===== src/ucc_pkg.sv =====
// Package with shared types and constants of the unitig coverage classifier.
`default_nettype none
package ucc_pkg;
  localparam logic [1:0] OP_PUSH = 2'd0;
  localparam logic [1:0] OP_READ_HIST = 2'd1;
  localparam logic [1:0] OP_READ_CNT = 2'd2;

  localparam logic [1:0] HIST_KMER = 2'd0;
  localparam logic [1:0] HIST_MEAN = 2'd1;
  localparam logic [1:0] HIST_LEN = 2'd2;

  localparam logic [1:0] CLS_KEPT = 2'd0;
  localparam logic [1:0] CLS_BOTH = 2'd1;
  localparam logic [1:0] CLS_LOW = 2'd2;
  localparam logic [1:0] CLS_TIP = 2'd3;

  localparam logic [1:0] CFG_MODE = 2'd0;
  localparam logic [1:0] CFG_THRESH = 2'd1;
  localparam logic [1:0] CFG_MINTIP = 2'd2;

  localparam int CntNum = 6;

  typedef enum logic [3:0] {
    ST_IDLE,
    ST_DIV,
    ST_CLASS,
    ST_REPLAY_RD,
    ST_REPLAY_WR,
    ST_MEAN_RD,
    ST_MEAN_WR,
    ST_LEN_RD,
    ST_LEN_WR,
    ST_READ,
    ST_OUT
  } state_e;

  // Result of the divider, handed to the sequencer.
  typedef struct packed {
    logic        busy;
    logic        done;
    logic [31:0] quotient;
  } div_status_t;
endpackage
`default_nettype wire


===== src/ucc_divider.sv =====
// Restoring divider of a 64-bit sum by a 16-bit count, one quotient bit a cycle.
`default_nettype none
module ucc_divider (
  input  wire logic                clk_i,
  input  wire logic                rst_ni,
  input  wire logic                start_i,
  input  wire logic [63:0]         dividend_i,
  input  wire logic [15:0]         divisor_i,
  output ucc_pkg::div_status_t     status_o
);
  import ucc_pkg::*;

  logic        busy_q, busy_d, done_q, done_d;
  logic [6:0]  cnt_q, cnt_d;
  logic [63:0] quo_q, quo_d;
  logic [16:0] rem_q, rem_d;
  logic [15:0] dvs_q, dvs_d;
  logic [16:0] trial;
  logic [17:0] diff;

  always_comb begin
    busy_d = busy_q;
    done_d = 1'b0;
    cnt_d = cnt_q;
    quo_d = quo_q;
    rem_d = rem_q;
    dvs_d = dvs_q;
    trial = {rem_q[15:0], quo_q[63]};
    diff = {1'b0, trial} - {2'b0, dvs_q};
    if (start_i) begin
      busy_d = 1'b1;
      cnt_d = 7'd0;
      quo_d = dividend_i;
      rem_d = 17'd0;
      dvs_d = divisor_i;
    end else if (busy_q) begin
      if (!diff[17]) begin
        rem_d = diff[16:0];
        quo_d = {quo_q[62:0], 1'b1};
      end else begin
        rem_d = trial;
        quo_d = {quo_q[62:0], 1'b0};
      end
      cnt_d = cnt_q + 7'd1;
      if (cnt_q == 7'd63) begin
        busy_d = 1'b0;
        done_d = 1'b1;
      end
    end
  end

  always_ff @(posedge clk_i or negedge rst_ni) begin
    if (!rst_ni) begin
      busy_q <= 1'b0;
      done_q <= 1'b0;
      cnt_q <= 7'd0;
    end else begin
      busy_q <= busy_d;
      done_q <= done_d;
      cnt_q <= cnt_d;
    end
  end

  always_ff @(posedge clk_i) begin
    quo_q <= quo_d;
    rem_q <= rem_d;
    dvs_q <= dvs_d;
  end

  assign status_o.busy = busy_q;
  assign status_o.done = done_q;
  // The mean saturates at all ones.
  assign status_o.quotient = (|quo_q[63:32]) ? 32'hFFFF_FFFF : quo_q[31:0];
endmodule
`default_nettype wire


===== config.mk =====
export PLATFORM = sky130hd
export DESIGN_NAME = ucc_divider
export DESIGN_NICKNAME = d
export VERILOG_FILES = /design/src/ucc_pkg.sv /design/src/ucc_divider.sv
export SDC_FILE = /design/constraint.sdc
export NUM_CORES = 1
export LEC_CHECK = 0
export ABC_CLOCK_PERIOD_IN_PS = 3400
export BUFFER_PORTS_ARGS = -buffer_cell sky130_fd_sc_hd__buf_2
export CAP_MARGIN = 25
export CORE_MARGIN = 8
export CORE_UTILIZATION = 50
export DETAILED_ROUTE_END_ITERATION = 12
export PLACE_DENSITY = 0.8
export SKIP_LAST_GASP = 1
export SLEW_MARGIN = 20
export SYNTH_ARGS = -nofsm -noshare
export SYNTH_HDL_FRONTEND = slang
export SYNTH_SLANG_ARGS = --single-unit

===== constraint.sdc =====
create_clock -name clk_i -period 3.4 [get_ports clk_i]
set_input_delay 0.85 -clock clk_i [delete_from_list [all_inputs] [get_ports clk_i]]
set_output_delay 0.85 -clock clk_i [all_outputs]
set_load 0.005 [all_outputs]

# After elaboration in Yosys (flattened, before gate mapping)
# Cells that the tools add are included.
# totals
ram_bits,0
inputBits,83
memories,0
mem_bits_ro,0
latchBits,0
regBits,105
# op_classes
n_lt_le_gt_ge,0
n_mul,0
div,0
eq_ne,1
mux,13
shifts,0
reduce_logical,2
add_sub_neg,2
n_bitwise,0
# op_table
cell,count
$mux 64,2
$mux 32,1
$reduce_or 32->1,1
$sub 17x16->18,1
$mux 16,1
$mux 7,2
$add 7x1->7 const B,1
$eq 7x6->1 const B,1
$mux 1,7
$reduce_bool 2->1,1

# Longest topological paths before layout
# Gate-level depths: netlist (run 1).
# depth
depth_word,4
depth_mapped,11
mapped_depth_nobuf,11

# Least setup slack after synthesis (run 1)
# Ideal clock, no wire load.
# synth_timing
kind,input to register
startpoint,input port start_i
endpoint,register quo_q[0] (enable)
t_arrival_ps,2698
slack_ps,284
stages,4
cell_sequence,clkbuf_1 clkbuf_1 nor2_1 inv_1
# synth_between
elab_chain_len,1
# synth_rtl
element,line,rtl
from (decl),ucc_divider.sv:6,"input wire logic start_i,"
$reduce_bool 2->1 (no line),--,
to (signal assigned),ucc_divider.sv:65,quo_q <= quo_d;
to (decl),ucc_divider.sv:15,"logic [63:0] quo_q, quo_d;"
# No other way between the ends.
# A chain may end at the register's enable or synchronous reset.

==> impl_results.md, run 1 <==
- Status: complete, no violations
- Post-synth top area share: 44.30%
- EDFF count, synth: 80
- Detail Route Antenna Nets: 0
- Width of the die: 120.1 µm
- Critical Path AT: 2.06 ns
- Drt pass-1 iters: 4
- Largest fanout on the critical path: 32
- Top cells by area, synth: edfxtp_1 44%, mux2_2 13%, dfxtp_1 5.9%
- DRC: 0
- Setup violations, final: 0
- Slew Limit Fails: 0
- GP Congestion: 0.8681
- RSZ-0062 raised after global routing: false
- Clock sinks: 105
- Crit path launch type: register
- Synth Area in XOR/XNOR: 2.261%
- Port Buf Inserts: 116
- Sequential-to-total area share from yosys stat: 54.36%
- Worst slew pin tran: 0.5790 ns
- Fmax: 344.1 MHz
- Routed wire per std cell: 17.38 µm
- Post-DP HPWL: 8807 µm
- TritonCTS clock tree: yes
- CTS buffer count: 9
- Io pins: 117
- Wirelength, routed: 12220 µm
- Rows: 38
- Syn Area/Cell: 12.13 µm²
- Post-Syn Nets: 548
- CP required: 2.55 ns
- Clock Latency Late Sink: 0.38 ns
- Setup crit end kind: output pin
- FF-to-FF Start: dvs_q[2]
- Final Critical Period: 2.906 ns
- Synth Area in Compound Gates: 8.722%
- Worst Reg-to-Reg Cells: 10
- First-pass GRT wire length: 20240 µm
- Maxcap violations: 0
- Post-synth ARST share: 8.571%
- Main synth FF type: edfxtp_1
- Setup Skew: 0.01009 ns
- Leak: 2.494 nW
- Synth Area in Simple Gates: 11.19%
- Root Driver: clkbuf_8
- Die Ht: 120.1 µm
- Number of distinct library cells after synthesis: 49
- Post-CTS setup buffer count: 0
- Critical path class: reg -> out
- Routed vias: 3935
- Synth Instances: 447
- Core Area: 10700 µm²
- Post-synthesis mux area share: 15.51%
- Fin Setup TNS: 0 ns
- Clock buffer depth: 2
- Final hold vios: 0
- Adder-cell share of the synthesized area: 4.292%
- Vias in the first global route: 4168
- Hold_buf cts: 0
- Total gr overflow: 0
- Most frequent cells in the layout: 115 x buf_2, 80 x edfxtp_1, 64 x mux2_2
- Slew HR: 61.17%
- Die ar.: 14430 µm²
- Reg2reg setup slack: 0.76 ns
- Initial DRC count: 290
- # H-tree levels: 3
- Maximum VDD drop: 303.1 µV
- Clk slew on worst S/H paths: 0.10 ns
- Largest net degree at the start of global routing: 53
- Commonest non-fill, non-tap cell in the layout: buf_2
- Initial Utilization: 50.69%
- Synthesized cell area: 5423 µm²
- Cell taking the most area after synthesis: edfxtp_1
- Synthesis-stage register bit count: 105
- Post-layout net count: 658
- R2r endpoint: rem_q[6]
- Place WS: 0.8212 ns
- Final WS setup: 0.4943 ns
- Power Dens Cells: 548.0 nW/µm²
- Gr usage total: 17.30%
- Synth warn: 0
- Initial antenna violation count: 1
- Synthesis-to-finish area growth: 16.89%
- DR vias/cell: 5.597
- Hold Path Class: in -> async
- Largest family of logic cells by synthesized area: multiplexers
- Period utilization: 85.46%
- Post-CTS Resized: 0
- Share of cells above drive strength 1: 37.37%
- Layout fillers: 862
-- layer usage --
layer	track usage [%]	up-vias	part of all wire (%)
met3	6.670	16	7.8
li1	-	1897	-
met2	27.38	114	48
met4	7.338	0	1.8
met1	20.69	1908	42
met5	0	-	0
-- registers in the layout, summed over array words and instances (netlist names) --
register / cells
dvs_q: 16
quo_q: 64
cnt_q: 7
busy_q: 1
rem_q: 16
done_q: 1
-- worst max-delay path, stage by stage, from the launching register on --
cell,delay [ns]
edfxtp_1,0.42
nor4_1,0.34
nand4_1,0.13
buf_4,0.24
or3_1,0.39
buf_2,0.15
-- how the worst max path moves through the flow --
stage | from | endpoint | slack, ns | cells past startpoint
CTS | quo_q[38] | status_o[5] | 0.47 | 5
global route | quo_q[55] | status_o[31] | 0.40 | 5
floorplan | start_i | quo_q[0] | 0.28 | 4
global placement | dvs_q[2] | rem_q[8] | 0.91 | 10
finish | quo_q[45] | status_o[5] | 0.49 | 5
detailed placement | dvs_q[2] | rem_q[6] | 0.82 | 10
-- metrics by stage --
stage	hold slack [ns]	util [%]	total power, mW	cells	cell area (µm²)
2_1_floorplan	0.4458	-	2.493	447	5423
3_3_place_gp	0.4715	57.49	2.694	686	6150
3_5_place_dp	0.4825	57.49	2.738	686	6150
4_1_cts	0.2816	59.23	3.490	702	6336
5_1_grt	0.2976	59.25	3.677	703	6339
6_report	0.2955	59.25	3.474	703	6339
-- where the power goes --
part           switching [mW]  internal, mW
sequential              0.115          1.58
combinational           0.555         0.481
clock                   0.465         0.280
total                    1.14          2.34
-- layout make-up --
type,count,area (µm²),area share (%)
timing repair buffer,124,655.6,10.34
multi-input combinational,294,2285,36.04
antenna,1,2.502,0.03948
inverter,23,86.33,1.362
sequential,105,2948,46.51
tap,140,175.2,2.764
clock buffer,9,123.9,1.954
clock inverter,7,62.56,0.9870
-- synthesized netlist by cell type, types with 2 or more instances --
master and count:
edfxtp_1 80, mux2_2 64, or3_1 36, nor2_1 25, inv_1 23, nand2_1 23
ha_1 17, clkbuf_1 16, dfxtp_1 16, a21oi_1 15, o21ai_0 15, mux2i_1 12
a211oi_1 10, dfrtp_1 9, nor4_1 9, nand4_1 8, xor2_1 8, xnor2_1 6
buf_1 5, nand3_1 5, a21o_1 4, nand2b_1 4, buf_4 3, nor3_1 3
o21a_1 3, a22o_1 2, o2111ai_1 2, o211ai_1 2, o31ai_1 2
-- cell families (layout without fill, tap and decap cells) --
family          Yosys count  count (layout)
compound gates           69              69
xor+xnor                 14              14
fa+ha+maj                18              18
buf+inv                  48             163
flops                   105             105
mux                      76              76
other cells               0               1
simple gates            117             117
Note: power is estimated with default switching activity, not from simulation.
==> run 2, diff against run 1 <==
--- a/config.mk
+++ b/config.mk
@@ -10,6 +10,8 @@
 export CAP_MARGIN = 25
+export CELL_PAD_IN_SITES_DETAIL_PLACEMENT = 1
+export CELL_PAD_IN_SITES_GLOBAL_PLACEMENT = 1
 export CORE_MARGIN = 8
-export CORE_UTILIZATION = 50
+export CORE_UTILIZATION = 43
 export DETAILED_ROUTE_END_ITERATION = 12
-export PLACE_DENSITY = 0.8
+export PLACE_DENSITY = 0.85
 export SKIP_LAST_GASP = 1
--- a/constraint.sdc
+++ b/constraint.sdc
@@ -3,2 +3,2 @@
 set_output_delay 0.85 -clock clk_i [all_outputs]
-set_load 0.005 [all_outputs]
+set_load 0.01 [all_outputs]
==> run 2 against run 1 <==
Effect of this change:
- die area is 14% higher
- non-clock buffer count fell by 1
- sequential share of layout area shrank 0.90 points
- flip-flop and latch count is the same
- clock-buffer cell count did not move
- setup slack gained 0.014 ns
- critical path type unchanged
==> impl_results.md, run 2 (synthesis results as in run 1) <==
- Clock sinks: 105 (unchanged)
- Clock network fraction of design power: 26.0% (+4.5 points)
- Fin Setup TNS: 0 ns (unchanged)
- Register with the most flip-flops: quo_q
- Sw Ratio: 31.70% (-0.99 points)
- CP required: 2.55 ns (about the same)
- Worst slew pin tran: 0.8532 ns (+0.2742 ns)
- Clock buffer depth: 2 (unchanged)
- # H-tree levels: 3 (unchanged)
- Area post-placement: 6195 µm² (+0.73%)
- Power Dens Cells: 583.4 nW/µm² (+6.5%)
- Most frequent cells in the layout: 115 x buf_2, 80 x edfxtp_1, 64 x mux2_2
- Fmax: 345.8 MHz (+0.47%)
- Post-CTS setup buffer count: 0 (unchanged)
- Final Power: 3.771 mW (+8.6%)
- Register share of total power: 45.0% (-3.7 points)
- Top flop regs: quo_q x64, dvs_q x16, rem_q x16
- Initial Utilization: 43.50% (-7.2 points)
- Post-layout net count: 657 (-0.15%)
- Routed wire per std cell: 19.23 µm (+11%)
- Vias in the first global route: 4420 (+6.0%)
- Post-CTS Resized: 0 (unchanged)
- Port Buf Inserts: 116 (unchanged)
- Routed vias: 3966 (+0.79%)
- Initial antenna violation count: 1 (unchanged)
- Period utilization: 85.06% (-0.40 points)
- Synthesis-to-finish area growth: 19.20%
- Maxcap violations: 0 (unchanged)
- Final hold vios: 0 (unchanged)
- Placed instance count: 717 (+4.5%)
- Detail Route Antenna Nets: 0 (unchanged)
- Clock Latency Late Sink: 0.35 ns (-0.03 ns)
- Slew Limit Fails: 0 (unchanged)
- Final Critical Period: 2.892 ns (-0.01352 ns)
- Largest register FFs: 64 (unchanged)
- Hold Slack: 0.3303 ns (+0.03489 ns)
- Setup Skew: 0.01084 ns (+0.0007476 ns)
- Post-DP HPWL: 10100 µm (+15%)
- Clk slew on worst S/H paths: 0.07 ns (-0.03 ns)
- CTS buffer count: 9 (unchanged)
- Die Ht: 128.3 µm (+6.8%)
- Largest net degree at the start of global routing: 102 (+92%)
- Critical path class: reg -> out
- Die ar.: 16460 µm² (+14%)
- Largest fanout on the critical path: 32 (unchanged)
- Maximum VDD drop: 349.6 µV (+15%)
- Gr usage total: 17.57% (+0.27 points)
- RSZ-0062 raised after global routing: false
- Net Sw Power: 1.195 mW (+5.3%)
- GP Congestion: 0.8657 (-0.28%)
- Leak: 2.525 nW (+1.3%)
- Initial DRC count: 203 (-30%)
- DRC: 0 (unchanged)
- Io pins: 117 (unchanged)
- Status: complete, no violations
- Root Driver: clkbuf_16
- Cell area after layout: 6464 µm² (+2.0%)
- DR vias/cell: 5.411 (-3.3%)
- Rows: 41 (+7.9%)
- Share of cells above drive strength 1: 36.79% (-0.58 points)
- TritonCTS clock tree: yes
- Drt pass-1 iters: 4 (unchanged)
- First-pass GRT wire length: 22680 µm (+12%)
- Wirelength, routed: 14090 µm (+15%)
- Fin cells: 733 (+4.3%)
- Core Area: 12470 µm² (+17%)
- Width of the die: 128.3 µm (+6.8%)
- Slew HR: 43.12% (-18 points)
- Hold_buf cts: 0 (unchanged)
- Critical Path AT: 2.04 ns (-0.02 ns)
- Combinational Power Share: 29.0% (-0.9 points)
- Commonest non-fill, non-tap cell in the layout: buf_2
- Int Pwr: 2.576 mW (+10%)
- Crit path launch type: register
- Setup violations, final: 0 (unchanged)
- Setup crit end kind: output pin
- Hold Path Class: in -> async
- Total gr overflow: 0 (unchanged)
## run 2: per-layer routing
metal / GRT usage [%] / vias to the layer above / share of wire (%)
li1: - / 1891 / -
met5: 0 / - / 0.092
met4: 5.874 / 2 / 1.8
met1: 19.62 / 1940 / 41
met3: 7.571 / 20 / 8.1
met2: 29.46 / 113 / 49
## run 2: layout make-up
cell class | instances | area [µm²]
Fill cell | 1340 | 6002
Sequential cell | 105 | 2948
Multi-Input combinational cell | 294 | 2285
Timing Repair Buffer | 123 | 660.6
Clock buffer | 9 | 225.2
Tap cell | 172 | 215.2
Inverter | 23 | 86.33
Clock inverter | 6 | 41.29
Antenna cell | 1 | 2.502
## run 2: path summary, 6_finish.rpt
check,from,to,slack (ns),depth (start not counted)
setup / recovery,quo_q[45],status_o[1],0.51,5
hold / removal,rst_ni,cnt_q[3],0.33,1
setup reg to reg,dvs_q[2],rem_q[9],0.75,10
hold reg to reg,rem_q[11],rem_q[11],0.49,2
max in group asynchronous,rst_ni,done_q,2.89,1
min in group clk_i,rem_q[11],rem_q[11],0.49,2
## run 2: per-stage QoR
stage	util, %	setup WS [ns]
floorplan	-	0.2844
global placement	49.69	0.8415
detailed placement	49.69	0.7522
CTS	51.83	0.4634
global route	51.83	0.3641
finish	51.85	0.5078
## run 2: critical path, stage by stage (launching register included)
cell	delay (ns)
edfxtp_1	0.39
nor4_1	0.37
nand4_1	0.13
buf_4	0.24
or3_1	0.39
buf_2	0.16
## run 2: power groups by stage
stage	combinational [mW]	clock, mW	sequential [mW]
after floorplan	0.816	0	1.68
after CTS	1.10	1.00	1.70
after global placement	1.03	0	1.71
after global routing	1.20	1.05	1.72
final	1.09	0.981	1.70
after detailed placement	1.08	0	1.72
